**src/hdl/sqmm_pkg.sv**
```systemverilog
package sqmm_pkg;

   localparam int DIM_DEFAULT    = 5;
   localparam int ELEM_W         = 16;
   localparam int PROD_W         = 2 * ELEM_W;
   localparam int C_W            = 35;
   localparam int RSP_FIFO_DEPTH = 4;

   typedef enum logic {
      BACK_IDLE,
      BACK_RUN
   } sqmm_state_type;

   typedef struct packed {
      logic bank;
   } sqmm_job_type;

   typedef struct packed {
      logic valid;
      logic bank;
   } sqmm_release_type;

   typedef struct packed {
      logic signed [C_W-1:0] c_elem;
      logic                  last_out;
   } sqmm_rsp_type;

   function automatic int idx_width(input int count);
      idx_width = (count > 1) ? $clog2(count) : 1;
   endfunction

endpackage

```
**src/hdl/sqmm_ram.sv**
```systemverilog
module sqmm_ram #(
   parameter int WIDTH = 16,
   parameter int DEPTH = 2,
   localparam int ADDR_W = (DEPTH > 1) ? $clog2(DEPTH) : 1
) (
   input  logic              clock,
   input  logic              wr_en,
   input  logic [ADDR_W-1:0] wr_addr,
   input  logic [WIDTH-1:0]  wr_data,
   input  logic [ADDR_W-1:0] rd_addr,
   output logic [WIDTH-1:0]  rd_data
);

   logic [WIDTH-1:0] mem_ff [DEPTH];
   logic [WIDTH-1:0] rd_data_ff;

   always_ff @(posedge clock) begin
      if (wr_en) begin
         mem_ff[wr_addr] <= wr_data;
      end
      rd_data_ff <= mem_ff[rd_addr];
   end

   assign rd_data = rd_data_ff;

endmodule

```
**src/hdl/sqmm_job_queue.sv**
```systemverilog
module sqmm_job_queue (
   input  logic                 clock,
   input  logic                 reset,
   input  logic                 push,
   input  sqmm_pkg::sqmm_job_type push_job,
   input  logic                 pop,
   output logic                 empty,
   output sqmm_pkg::sqmm_job_type head_job
);
   import sqmm_pkg::*;

   sqmm_job_type slot_ff [2];
   logic         wr_ptr_ff, wr_ptr_in;
   logic         rd_ptr_ff, rd_ptr_in;
   logic [1:0]   cnt_ff, cnt_in;
   logic         do_pop;

   assign empty    = (cnt_ff == 2'd0);
   assign head_job = slot_ff[rd_ptr_ff];
   assign do_pop   = pop && !empty;

   always_comb begin
      wr_ptr_in = push ? ~wr_ptr_ff : wr_ptr_ff;
      rd_ptr_in = do_pop ? ~rd_ptr_ff : rd_ptr_ff;
      cnt_in    = cnt_ff + {1'b0, push} - {1'b0, do_pop};
   end

   always_ff @(posedge clock) begin
      if (reset) begin
         wr_ptr_ff <= 1'b0;
         rd_ptr_ff <= 1'b0;
         cnt_ff    <= 2'd0;
      end else begin
         wr_ptr_ff <= wr_ptr_in;
         rd_ptr_ff <= rd_ptr_in;
         cnt_ff    <= cnt_in;
      end
   end

   always_ff @(posedge clock) begin
      if (push) begin
         slot_ff[wr_ptr_ff] <= push_job;
      end
   end

endmodule

```
**src/hdl/sqmm_front.sv**
```systemverilog
module sqmm_front #(
   parameter int DIM = sqmm_pkg::DIM_DEFAULT,
   localparam int ELEMS = DIM * DIM,
   localparam int IDX_W = sqmm_pkg::idx_width(ELEMS),
   localparam int ADDR_W = IDX_W + 1
) (
   input  logic                           clock,
   input  logic                           reset,
   input  logic                           req_push,
   output logic                           req_full,
   input  logic [sqmm_pkg::ELEM_W-1:0]    req_a_elem,
   input  logic [sqmm_pkg::ELEM_W-1:0]    req_b_elem,
   output logic                           wr_en,
   output logic [ADDR_W-1:0]              wr_addr,
   output logic [sqmm_pkg::ELEM_W-1:0]    wr_a_data,
   output logic [sqmm_pkg::ELEM_W-1:0]    wr_b_data,
   output logic                           job_push,
   output sqmm_pkg::sqmm_job_type         job,
   input  sqmm_pkg::sqmm_release_type     release_bank
);
   import sqmm_pkg::*;

   logic [IDX_W-1:0] ld_cnt_ff, ld_cnt_in;
   logic             bank_ff, bank_in;
   logic [1:0]       busy_ff, busy_in;
   logic             accept;
   logic             done;

   assign req_full  = busy_ff[bank_ff];
   assign accept    = req_push && !req_full;
   assign done      = accept && (ld_cnt_ff == IDX_W'(ELEMS - 1));
   assign wr_en     = accept;
   assign wr_addr   = {bank_ff, ld_cnt_ff};
   assign wr_a_data = req_a_elem;
   assign wr_b_data = req_b_elem;
   assign job_push  = done;
   assign job.bank  = bank_ff;

   always_comb begin
      ld_cnt_in = ld_cnt_ff;
      bank_in   = bank_ff;
      busy_in   = busy_ff;
      if (done) begin
         ld_cnt_in = '0;
         bank_in   = ~bank_ff;
      end else if (accept) begin
         ld_cnt_in = ld_cnt_ff + 1'b1;
      end
      if (release_bank.valid) begin
         busy_in[release_bank.bank] = 1'b0;
      end
      if (done) begin
         busy_in[bank_ff] = 1'b1;
      end
   end

   always_ff @(posedge clock) begin
      if (reset) begin
         ld_cnt_ff <= '0;
         bank_ff   <= 1'b0;
         busy_ff   <= 2'b00;
      end else begin
         ld_cnt_ff <= ld_cnt_in;
         bank_ff   <= bank_in;
         busy_ff   <= busy_in;
      end
   end

endmodule

```
**src/hdl/sqmm_back.sv**
```systemverilog
module sqmm_back #(
   parameter int DIM = sqmm_pkg::DIM_DEFAULT,
   localparam int ELEMS = DIM * DIM,
   localparam int IDX_W = sqmm_pkg::idx_width(ELEMS),
   localparam int ADDR_W = IDX_W + 1,
   localparam int CNT_W = sqmm_pkg::idx_width(DIM)
) (
   input  logic                              clock,
   input  logic                              reset,
   input  logic                              job_empty,
   input  sqmm_pkg::sqmm_job_type            job,
   output logic                              job_pop,
   output logic [ADDR_W-1:0]                 rd_a_addr,
   output logic [ADDR_W-1:0]                 rd_b_addr,
   input  logic [sqmm_pkg::ELEM_W-1:0]       rd_a_data,
   input  logic [sqmm_pkg::ELEM_W-1:0]       rd_b_data,
   output sqmm_pkg::sqmm_release_type        release_bank,
   output logic                              rsp_empty,
   input  logic                              rsp_pop,
   output logic signed [sqmm_pkg::C_W-1:0]   rsp_c_elem,
   output logic                              rsp_last_out
);
   import sqmm_pkg::*;

   localparam int PTR_W = $clog2(RSP_FIFO_DEPTH);

   sqmm_state_type state_ff, state_in;
   logic             bank_ff, bank_in;
   logic [CNT_W-1:0] r_ff, r_in, c_ff, c_in, k_ff, k_in;
   logic             issue;
   logic             k_last, c_last, r_last;

   logic s1_vld_ff, s1_first_ff, s1_last_ff, s1_end_ff;
   logic s2_vld_ff, s2_first_ff, s2_last_ff, s2_end_ff;
   logic signed [PROD_W-1:0] prod_ff;
   logic signed [C_W-1:0]    acc_ff, acc_in;

   logic [PTR_W:0]   inflight_ff, inflight_in;
   sqmm_rsp_type     fifo_ff [RSP_FIFO_DEPTH];
   logic [PTR_W-1:0] wr_ptr_ff, rd_ptr_ff;
   logic [PTR_W:0]   cnt_ff, cnt_in;
   logic             credit_ok;
   logic             rsp_push;
   logic             do_pop;
   sqmm_rsp_type     rsp_entry;

   assign k_last = (k_ff == CNT_W'(DIM - 1));
   assign c_last = (c_ff == CNT_W'(DIM - 1));
   assign r_last = (r_ff == CNT_W'(DIM - 1));

   assign credit_ok = ({1'b0, cnt_ff} + {1'b0, inflight_ff}) < (PTR_W + 2)'(RSP_FIFO_DEPTH);

   assign rd_a_addr = {bank_ff, IDX_W'(r_ff * DIM + k_ff)};
   assign rd_b_addr = {bank_ff, IDX_W'(k_ff * DIM + c_ff)};

   always_comb begin
      state_in           = state_ff;
      bank_in            = bank_ff;
      r_in               = r_ff;
      c_in               = c_ff;
      k_in               = k_ff;
      issue              = 1'b0;
      job_pop            = 1'b0;
      release_bank.valid = 1'b0;
      release_bank.bank  = bank_ff;
      case (state_ff)
         BACK_IDLE: begin
            if (!job_empty) begin
               job_pop  = 1'b1;
               bank_in  = job.bank;
               r_in     = '0;
               c_in     = '0;
               k_in     = '0;
               state_in = BACK_RUN;
            end
         end
         BACK_RUN: begin
            issue = (k_ff != '0) || credit_ok;
            if (issue) begin
               if (!k_last) begin
                  k_in = k_ff + 1'b1;
               end else begin
                  k_in = '0;
                  if (!c_last) begin
                     c_in = c_ff + 1'b1;
                  end else begin
                     c_in = '0;
                     if (!r_last) begin
                        r_in = r_ff + 1'b1;
                     end else begin
                        release_bank.valid = 1'b1;
                        state_in           = BACK_IDLE;
                     end
                  end
               end
            end
         end
         default: begin
            state_in = BACK_IDLE;
         end
      endcase
   end

   always_ff @(posedge clock) begin
      if (reset) begin
         state_ff <= BACK_IDLE;
      end else begin
         state_ff <= state_in;
      end
   end

   always_ff @(posedge clock) begin
      bank_ff <= bank_in;
      r_ff    <= r_in;
      c_ff    <= c_in;
      k_ff    <= k_in;
   end

   // Stage 1 lines up with the registered RAM data, stage 2 with the product.
   always_ff @(posedge clock) begin
      if (reset) begin
         s1_vld_ff <= 1'b0;
         s2_vld_ff <= 1'b0;
      end else begin
         s1_vld_ff <= issue;
         s2_vld_ff <= s1_vld_ff;
      end
   end

   always_ff @(posedge clock) begin
      s1_first_ff <= (k_ff == '0);
      s1_last_ff  <= k_last;
      s1_end_ff   <= k_last && c_last && r_last;
      s2_first_ff <= s1_first_ff;
      s2_last_ff  <= s1_last_ff;
      s2_end_ff   <= s1_end_ff;
      prod_ff     <= $signed(rd_a_data) * $signed(rd_b_data);
      acc_ff      <= acc_in;
   end

   always_comb begin
      acc_in = acc_ff;
      if (s2_vld_ff) begin
         if (s2_first_ff) begin
            acc_in = C_W'(prod_ff);
         end else begin
            acc_in = acc_ff + C_W'(prod_ff);
         end
      end
   end

   assign rsp_push           = s2_vld_ff && s2_last_ff;
   assign rsp_entry.c_elem   = acc_in;
   assign rsp_entry.last_out = s2_end_ff;

   assign rsp_empty    = (cnt_ff == '0);
   assign do_pop       = rsp_pop && !rsp_empty;
   assign rsp_c_elem   = fifo_ff[rd_ptr_ff].c_elem;
   assign rsp_last_out = fifo_ff[rd_ptr_ff].last_out;

   always_comb begin
      inflight_in = inflight_ff + {{PTR_W{1'b0}}, issue && (k_ff == '0)}
                    - {{PTR_W{1'b0}}, rsp_push};
      cnt_in      = cnt_ff + {{PTR_W{1'b0}}, rsp_push} - {{PTR_W{1'b0}}, do_pop};
   end

   always_ff @(posedge clock) begin
      if (reset) begin
         inflight_ff <= '0;
         cnt_ff      <= '0;
         wr_ptr_ff   <= '0;
         rd_ptr_ff   <= '0;
      end else begin
         inflight_ff <= inflight_in;
         cnt_ff      <= cnt_in;
         if (rsp_push) begin
            wr_ptr_ff <= wr_ptr_ff + 1'b1;
         end
         if (do_pop) begin
            rd_ptr_ff <= rd_ptr_ff + 1'b1;
         end
      end
   end

   always_ff @(posedge clock) begin
      if (rsp_push) begin
         fifo_ff[wr_ptr_ff] <= rsp_entry;
      end
   end

endmodule

```
**src/hdl/square_matrix_multiply_core.sv**
```systemverilog
// Multiplies two DIM x DIM signed 16-bit matrices, C = A x B, at full 35-bit
// precision. Each transfer on the request side carries the A and B elements
// at one position in row-major order; after the DIM*DIM-th transfer the block
// returns the DIM*DIM elements of C in row-major order, with rsp_last_out set
// on the final one. Loading takes one transfer per cycle unless the request
// side is full, into one of two buffer banks while the multiply-accumulate
// unit works on the other bank, one product per cycle unless it is paused.
// Between matrix pairs the back end passes through its idle state to pick up
// the next job. Each result passes the RAM read register and the product
// register before it is written into the result FIFO. Once unread and
// in-progress results together reach four, the multiplier pauses before
// starting another result. The request side reports full while both banks
// hold matrices not yet read out by the multiplier.
module square_matrix_multiply_core #(
   parameter int DIM = sqmm_pkg::DIM_DEFAULT
) (
   input  logic                              clock,
   input  logic                              reset,
   input  logic                              req_push,
   output logic                              req_full,
   input  logic signed [sqmm_pkg::ELEM_W-1:0] req_a_elem,
   input  logic signed [sqmm_pkg::ELEM_W-1:0] req_b_elem,
   output logic                              rsp_empty,
   input  logic                              rsp_pop,
   output logic signed [sqmm_pkg::C_W-1:0]   rsp_c_elem,
   output logic                              rsp_last_out
);
   import sqmm_pkg::*;

   localparam int ELEMS  = DIM * DIM;
   localparam int IDX_W  = idx_width(ELEMS);
   localparam int ADDR_W = IDX_W + 1;
   localparam int DEPTH  = 2 << IDX_W;

   logic                wr_en;
   logic [ADDR_W-1:0]   wr_addr;
   logic [ELEM_W-1:0]   wr_a_data, wr_b_data;
   logic [ADDR_W-1:0]   rd_a_addr, rd_b_addr;
   logic [ELEM_W-1:0]   rd_a_data, rd_b_data;
   logic                job_push, job_pop, job_empty;
   sqmm_job_type        job_in, job_out;
   sqmm_release_type    release_bank;

   sqmm_front #(.DIM(DIM)) u_front (
      .clock        (clock),
      .reset        (reset),
      .req_push     (req_push),
      .req_full     (req_full),
      .req_a_elem   (req_a_elem),
      .req_b_elem   (req_b_elem),
      .wr_en        (wr_en),
      .wr_addr      (wr_addr),
      .wr_a_data    (wr_a_data),
      .wr_b_data    (wr_b_data),
      .job_push     (job_push),
      .job          (job_in),
      .release_bank (release_bank)
   );

   sqmm_ram #(.WIDTH(ELEM_W), .DEPTH(DEPTH)) u_a_ram (
      .clock   (clock),
      .wr_en   (wr_en),
      .wr_addr (wr_addr),
      .wr_data (wr_a_data),
      .rd_addr (rd_a_addr),
      .rd_data (rd_a_data)
   );

   sqmm_ram #(.WIDTH(ELEM_W), .DEPTH(DEPTH)) u_b_ram (
      .clock   (clock),
      .wr_en   (wr_en),
      .wr_addr (wr_addr),
      .wr_data (wr_b_data),
      .rd_addr (rd_b_addr),
      .rd_data (rd_b_data)
   );

   sqmm_job_queue u_job_queue (
      .clock    (clock),
      .reset    (reset),
      .push     (job_push),
      .push_job (job_in),
      .pop      (job_pop),
      .empty    (job_empty),
      .head_job (job_out)
   );

   sqmm_back #(.DIM(DIM)) u_back (
      .clock        (clock),
      .reset        (reset),
      .job_empty    (job_empty),
      .job          (job_out),
      .job_pop      (job_pop),
      .rd_a_addr    (rd_a_addr),
      .rd_b_addr    (rd_b_addr),
      .rd_a_data    (rd_a_data),
      .rd_b_data    (rd_b_data),
      .release_bank (release_bank),
      .rsp_empty    (rsp_empty),
      .rsp_pop      (rsp_pop),
      .rsp_c_elem   (rsp_c_elem),
      .rsp_last_out (rsp_last_out)
   );

endmodule

```
**config.mk**
```make
export PLATFORM = sky130hd
export DESIGN_NAME = square_matrix_multiply_core
export DESIGN_NICKNAME = d
export VERILOG_FILES = /design/src/hdl/sqmm_pkg.sv /design/src/hdl/sqmm_ram.sv /design/src/hdl/sqmm_job_queue.sv /design/src/hdl/sqmm_front.sv /design/src/hdl/sqmm_back.sv /design/src/hdl/square_matrix_multiply_core.sv
export SDC_FILE = /design/constraint.sdc
export NUM_CORES = 2
export LEC_CHECK = 0
export BUFFER_PORTS_ARGS = -buffer_cell sky130_fd_sc_hd__buf_2
export CELL_PAD_IN_SITES_DETAIL_PLACEMENT = 0
export CELL_PAD_IN_SITES_GLOBAL_PLACEMENT = 1
export CORE_MARGIN = 4
export CORE_UTILIZATION = 39
export DETAILED_ROUTE_END_ITERATION = 16
export PLACE_DENSITY_LB_ADDON = 0.1
export SETUP_SLACK_MARGIN = 0.05
export SYNTH_ARGS = -nofsm -noshare
export SYNTH_HDL_FRONTEND = slang
export SYNTH_HIERARCHICAL = 1
export SYNTH_SLANG_ARGS = --single-unit
```
**constraint.sdc**
```tcl
create_clock -name clock -period 9.1 [get_ports clock]
set_input_delay 0.91 -clock clock [delete_from_list [all_inputs] [get_ports clock]]
set_output_delay 0.91 -clock clock [all_outputs]
set_load 0.05 [all_outputs]
```
# Word level (Yosys, flattened, before mapping)
# Memory sizes are Yosys's and may differ from the RTL's. A register that Yosys moved wholly into a read port is not among the register bits.
# Index checks and enable logic that the tools add are counted.
dict set report classes {
  addsub 16
  mul 3
  order_cmp 5
  eq_ne 9
  mux 44
  bitwise 8
  reduce_logical 23
}
# operator count
set ops {}
lappend ops {{$mux 35} 2}
lappend ops {{$add 35x32->35} 1}
lappend ops {{$mul 16x16->32} 1}
lappend ops {{$mux 3} 10}
lappend ops {{$mux 1} 22}
lappend ops {{$pmux 3 s2} 3}
lappend ops {{$add 5x3->5} 2}
lappend ops {{$logic_and 1x1->1} 10}
lappend ops {{$mul 3x3->5 const B} 2}
lappend ops {{$ne 2x2->1 const B} 5}
lappend ops {{$add 3x1->3 const B} 3}
lappend ops {{$eq 3x3->1 const B} 3}
lappend ops {{$mux 2} 4}
lappend ops {{$add 3x1->3} 2}
lappend ops {{$logic_not 3->1} 2}
lappend ops {{$sub 3x1->3} 2}
lappend ops {{$add 5x1->5 const B} 1}
lappend ops {{$eq 5x5->1 const B} 1}
lappend ops {{$not 1->1} 5}
lappend ops {{$reduce_and 5->1} 1}
lappend ops {{$add 2x1->2 const B} 2}
lappend ops {{$add 3x3->4} 1}
lappend ops {{$lt 1x2->1 const B} 2}
lappend ops {{$lt 4x3->1 const B} 1}
lappend ops {{other kinds (15)} 20}
dict set report totals {
  regBits 107
  mem_bits_rw 2194
  input_bits 36
  output_inout_bits 38
  wordCells 136
  memories 4
}
# memory depth word_bits read_ports rd_ports_with_merged_regs wr line
set mem_list {}
lappend mem_list {u_a_ram.mem_ff 64 16 1 1 1 sqmm_ram.sv:14} ;# logic [WIDTH-1:0] mem_ff [DEPTH];
lappend mem_list {u_b_ram.mem_ff 64 16 1 1 1 sqmm_ram.sv:14}
lappend mem_list {u_back.fifo_ff 4 36 1 1 1 sqmm_back.sv:39} ;# sqmm_rsp_type fifo_ff [RSP_FIFO_DEPTH];
lappend mem_list {u_job_queue.slot_ff 2 1 1 1 1 sqmm_job_queue.sv:12} ;# sqmm_job_type slot_ff [2];

# Depth between registers and ports, before layout
dict set report logic_depth {
  depth_word 9
  depth_mapped 24
  ltp_nobuf 23
}

# By module
# The synthesis kept the hierarchy.
# module n_inst cells_per_inst area_per_inst_um2 seq_area_each_um2
set modules_own_cells {}
lappend modules_own_cells {sqmm_ram 2 1829 40042.2 31069.8}
lappend modules_own_cells {sqmm_back 1 1883 20517.2 6386.1}
lappend modules_own_cells {sqmm_front 1 81 685.7 160.2}
lappend modules_own_cells {sqmm_job_queue 1 25 305.3 160.2}

# Worst setup path before layout
# Ideal clock, no wire load.
dict set report synth_path {
  path_kind {register to register}
  start {reg u_a_ram.rd_data_ff[15], in the netlist u_a_ram/rd_data[15] (read register of u_a_ram.mem_ff)}
  end {reg u_back.prod_ff[31]}
  setup_time_ns 0.072
  arrival_time_ns 6.318
  required_time_ns 9.028
  path_slack_ns 2.710
  path_stages_with_launch 23
  path_buffers 2
  period_less_slack_ns 6.390
  cell_sequence {dfxtp_1 clkbuf_1 nand2_1 fa_1 inv_1 fa_1 inv_1 fa_1 fa_1 fa_1 fa_1 inv_1 ha_1 clkbuf_1 a41o_1 a21oi_1 o21ai_0 a21oi_1 o21ai_1 a2111o_1 a21o_1 a21oi_1 xnor2_1}
}
dict set report synth_via {
  elab_chain_len 1
}
# element line
set synth_lines {}
lappend synth_lines {{start: declaration} sqmm_ram.sv:15} ;# logic [WIDTH-1:0] rd_data_ff;
lappend synth_lines {{$mul 16x16->32} sqmm_back.sv:137} ;# prod_ff <= $signed(rd_a_data) * $signed(rd_b_data);
lappend synth_lines {{end signal: assignment} sqmm_back.sv:137}
lappend synth_lines {{end: declaration} sqmm_back.sv:35} ;# logic signed [PROD_W-1:0] prod_ff;
# No other way between the ends.
# A chain may end at the register's enable or synchronous reset.

# Worst setup path after layout
dict set report layout_path {
  start {reg u_b_ram.rd_data_ff[1], in the netlist u_b_ram/rd_data[1] (read register of u_b_ram.mem_ff)}
  end {reg u_back.prod_ff[31]}
}
dict set report layout_via {
  elab_chain_len 1
}
# element line
set layout_lines {}
lappend layout_lines {{start: declaration} sqmm_ram.sv:15}
lappend layout_lines {{$mul 16x16->32} sqmm_back.sv:137}
# No other way between the ends.

==> impl_metrics.env <==
export IMPL_status="completed"
export IMPL_hold_violations=0
export IMPL_syn_nets=6102
export IMPL_crit_end="u_back/prod_ff[31]$_DFF_P_"
export IMPL_leakagePower_nw=38.8
export IMPL_rows=187
export IMPL_slew_headroom=0.230
export IMPL_critPathCaptureType="flop"
export IMPL_maxCapViolCount=0
export IMPL_fin_skew_ns=0.0938
export IMPL_cts_hold_buf=0
export IMPL_cp_slowest_cell="fa_1"
export IMPL_clock_fmax_mhz=142
export IMPL_drtAntennaViolNets=0
export IMPL_syn_inst=5647
export IMPL_grt_first_pass_wirelength_microns=373000
export IMPL_reg2reg_depth=22
export IMPL_via_per_inst=5.33
export IMPL_yosys_area_top_type="edfxtp_1"
export IMPL_start_util=0.392
export IMPL_r2r_setup_slack_ns=2.06
export IMPL_drc=0
export IMPL_required_ns=9.90
export IMPL_syn_cell_area_sq_um=102000
export IMPL_final_setup_tns_ns=0
export IMPL_overflow=0
export IMPL_r2r_end="u_back/prod_ff[31]$_DFF_P_"
export IMPL_yosysMostFrequentCell="edfxtp_1"
export IMPL_cts_resized=0
export IMPL_crit_reg2reg_launch="u_b_ram/rd_data[1]$_DFF_P_"
export IMPL_die_w_microns=518
export IMPL_hold_path_class="reg -> reg"
export IMPL_critical_path_max_stage_delay_ns=0.86
export IMPL_irDropWorstVdd_v=0.000203
export IMPL_cts_num_sinks=2337
export IMPL_clockBufferDepth=4
export IMPL_dr_pass1_iters=7
export IMPL_die_area_sq_um=269000
export IMPL_post_drt_wl_per_cell_microns=26.9
export IMPL_ys_flop_type="edfxtp_1"
export IMPL_cpMostUsedCell="fa_1"
export IMPL_cp_num_buf_inv=5
export IMPL_area_delta_synth_final_pct=12.6
export IMPL_clk_pin_slew_worst_paths_ns=0.06
export IMPL_crit_start="u_b_ram/rd_data[1]$_DFF_P_"
export IMPL_crit_arrival_ns=7.84
export IMPL_rsz0062_at_grt="false"
export IMPL_grt_pass1_vias=52904
export IMPL_num_io_pins=74
export IMPL_ys_warn_count=6
export IMPL_synth_edf_count=2204
export IMPL_antenna_found_initial=10
export IMPL_port_buffers=73
export IMPL_netlist_area_leader_share=0.651
export IMPL_gp_congestion=0.771
export IMPL_grt_max_degree=116
export IMPL_fin_crit_sh=0.774
export IMPL_vias=50602
export IMPL_multi_input_area_sq_um=29600
export IMPL_fin_nets=6347
export IMPL_fin_crit_ns=7.04
export IMPL_place_inst=9017
export IMPL_power_density_nw_per_um2=207
export IMPL_async_flop_share=0
export IMPL_post_cts_buffers=0
export IMPL_regArea_sq_um=68900
export IMPL_crit_cells=22
export IMPL_synth_area_leaders="edfxtp_1 65%, mux4_2 11%, fa_1 5.3%"
export IMPL_stdcell_count=9488
export IMPL_worst_pin_slew_ns=1.15
export IMPL_finalMaxSlewViolations=0
export IMPL_cts_max_level=5
export IMPL_critical_path_top_delay_family="adder cells"
export IMPL_path_cells="nand2_1, inv_1, fa_1, fa_1, inv_1, fa_1, fa_1, inv_1, fa_1, inv_1, fa_1, inv_1, ha_1, a41o_1, a21oi_1, o21ai_0, a21oi_1, o21ai_1, a2111o_1, a21o_1, a21oi_1, xnor2_1"
export IMPL_setup_viol=0
export IMPL_gr_usage_all_layers=0.188
export IMPL_initialDrtViolationCount=4047
export IMPL_drive_gt1_frac=0.203
export IMPL_syn_avg_cell_area_sq_um=18.0
export IMPL_cts_root_buf="clkbuf_16"
export IMPL_fp_coreArea_sq_um=259000
export IMPL_synth_common_cells="2,204 x edfxtp_1, 476 x mux4_2, 339 x inv_1, 284 x nand2_1, 267 x fa_1"
export IMPL_die_h_microns=518
export IMPL_criticalPathCategory="reg -> reg"
export IMPL_crit_fanout=16
export IMPL_dpl_hpwl_microns=155000
export IMPL_synthDistinctLibCells=94
export IMPL_start_kind="flop"
export IMPL_fillerInstances=22674
export IMPL_cts_tree="done"
export IMPL_seq_area_frac_synth=0.678
export IMPL_totalWireLength_microns=255000
export IMPL_ys_ff_latch=2337
export IMPL_clk_latency_ns=0.95
export IMPL_numCtsBuffers=275
placed cells by master, fill, tap and decap left out, types with 30 or more instances in the layout:
| cell type | count |
|---|---|
| nor2b_1 | 77 |
| buf_2 | 73 |
| fa_1 | 265 |
| nor2_1 | 225 |
| clkinv_1 | 57 |
| xnor2_1 | 46 |
| edfxtp_1 | 2204 |
| a22oi_1 | 79 |
| dfxtp_1 | 129 |
| a31oi_1 | 33 |
| clkinv_2 | 30 |
| mux4_2 | 476 |
| mux2_2 | 59 |
| a221oi_1 | 32 |
| clkbuf_1 | 57 |
| nand4_1 | 34 |
| a21oi_1 | 117 |
| and2_1 | 136 |
| inv_1 | 339 |
| buf_4 | 193 |
| nand2_1 | 284 |
| nand3_1 | 71 |
| mux2i_1 | 174 |
| o21ai_0 | 49 |
| clkbuf_16 | 281 |
| ha_1 | 148 |
cells by family (layout without fill, tap and decap cells):
logic type | after synthesis | in the layout | share of synthesized area
AOI/OAI and AO/OA | 502 | 502 | 0.0349
adders and majority gates | 419 | 419 | 0.0713
buffers and inverters | 648 | 1082 | 0.0323
DFF | 2337 | 2337 | 0.678
muxes | 718 | 718 | 0.131
xor gates and xnor gates | 74 | 74 | 0.00652
other | 0 | 5 | 0
and+or+nand+nor | 949 | 949 | 0.0458
sequential cells by signal, indices dropped and copies added, names as in the netlist, 2 cells and up, named ones only:
signal,flops
u_back/inflight_ff,3
u_a_ram/rd_data,16
u_back/cnt_ff,3
u_front/ld_cnt_ff,5
u_b_ram/rd_data,16
u_back/fifo_ff,144
u_back/c_ff,3
u_back/wr_ptr_ff,2
u_back/acc_ff,35
u_a_ram/mem_ff,1024
u_back/rd_ptr_ff,2
u_back/r_ff,3
u_job_queue/cnt_ff,2
u_front/busy_ff,2
u_job_queue/slot_ff,2
u_back/k_ff,3
u_back/prod_ff,32
u_b_ram/mem_ff,1024
metal layers:
layer | part of all wire | global-route usage | vias to the layer above | wire, microns
li1 | - | - | 22315 | -
met1 | 0.45 | 0.271 | 26769 | 115000
met2 | 0.47 | 0.301 | 1216 | 121000
met3 | 0.055 | 0.0340 | 298 | 14000
met4 | 0.018 | 0.0401 | 4 | 4650
met5 | 0.00011 | 0 | - | 27
how the worst min path moves through the flow:
stage                                                   end                       start  cells after the start
final                              u_back/s2_end_ff$_DFF_P_    u_back/s1_end_ff$_DFF_P_                      0
after global routing               u_back/s2_end_ff$_DFF_P_    u_back/s1_end_ff$_DFF_P_                      0
after CTS                 u_front/ld_cnt_ff[1]$_SDFFE_PP0P_                    req_push                      3
after detailed placement          u_back/s2_last_ff$_DFF_P_   u_back/s1_last_ff$_DFF_P_                      0
after global placement           u_back/s2_first_ff$_DFF_P_  u_back/s1_first_ff$_DFF_P_                      0
after floorplan                    u_back/s2_end_ff$_DFF_P_    u_back/s1_end_ff$_DFF_P_                      0
where the power goes:
group | total [mW] | leakage [nW] | internal [mW] | switching, mW
registers | 12.0 | 20.9 | 11.9 | 0.0763
logic | 1.44 | 13.8 | 0.489 | 0.954
clock network | 10.3 | 4.04 | 6.09 | 4.19
total | 23.7 | 38.8 | 18.5 | 5.22
final cells by class:
| class | instances | area share |
|---|---|---|
| Tap cell | 3402 | 0.0372 |
| Inverter | 341 | 0.0112 |
| Antenna cell | 5 | 0.000109 |
| Multi-Input combinational cell | 2662 | 0.259 |
| Clock buffer | 343 | 0.0640 |
| Clock inverter | 123 | 0.00884 |
| Timing Repair Buffer | 275 | 0.0174 |
| Sequential cell | 2337 | 0.602 |
per-stage QoR:
| stage | hold WS (ns) | utilization | power (mW) | worst slack, ns | cell area [sq um] |
|---|---|---|---|---|---|
| 3_3_place_gp | 0.317 | 0.409 | 13.6 | 2.06 | 106000 |
| 6_report | 0.327 | 0.441 | 23.7 | 2.06 | 114000 |
| 5_1_grt | 0.333 | 0.441 | 24.6 | 1.60 | 114000 |
| 4_1_cts | 0.289 | 0.441 | 24.0 | 2.02 | 114000 |
| 2_1_floorplan | 0.310 | - | 13.2 | 2.71 | 102000 |
| 3_5_place_dp | 0.325 | 0.409 | 13.7 | 2.01 | 106000 |
Note: power is estimated with default switching activity, not from simulation.
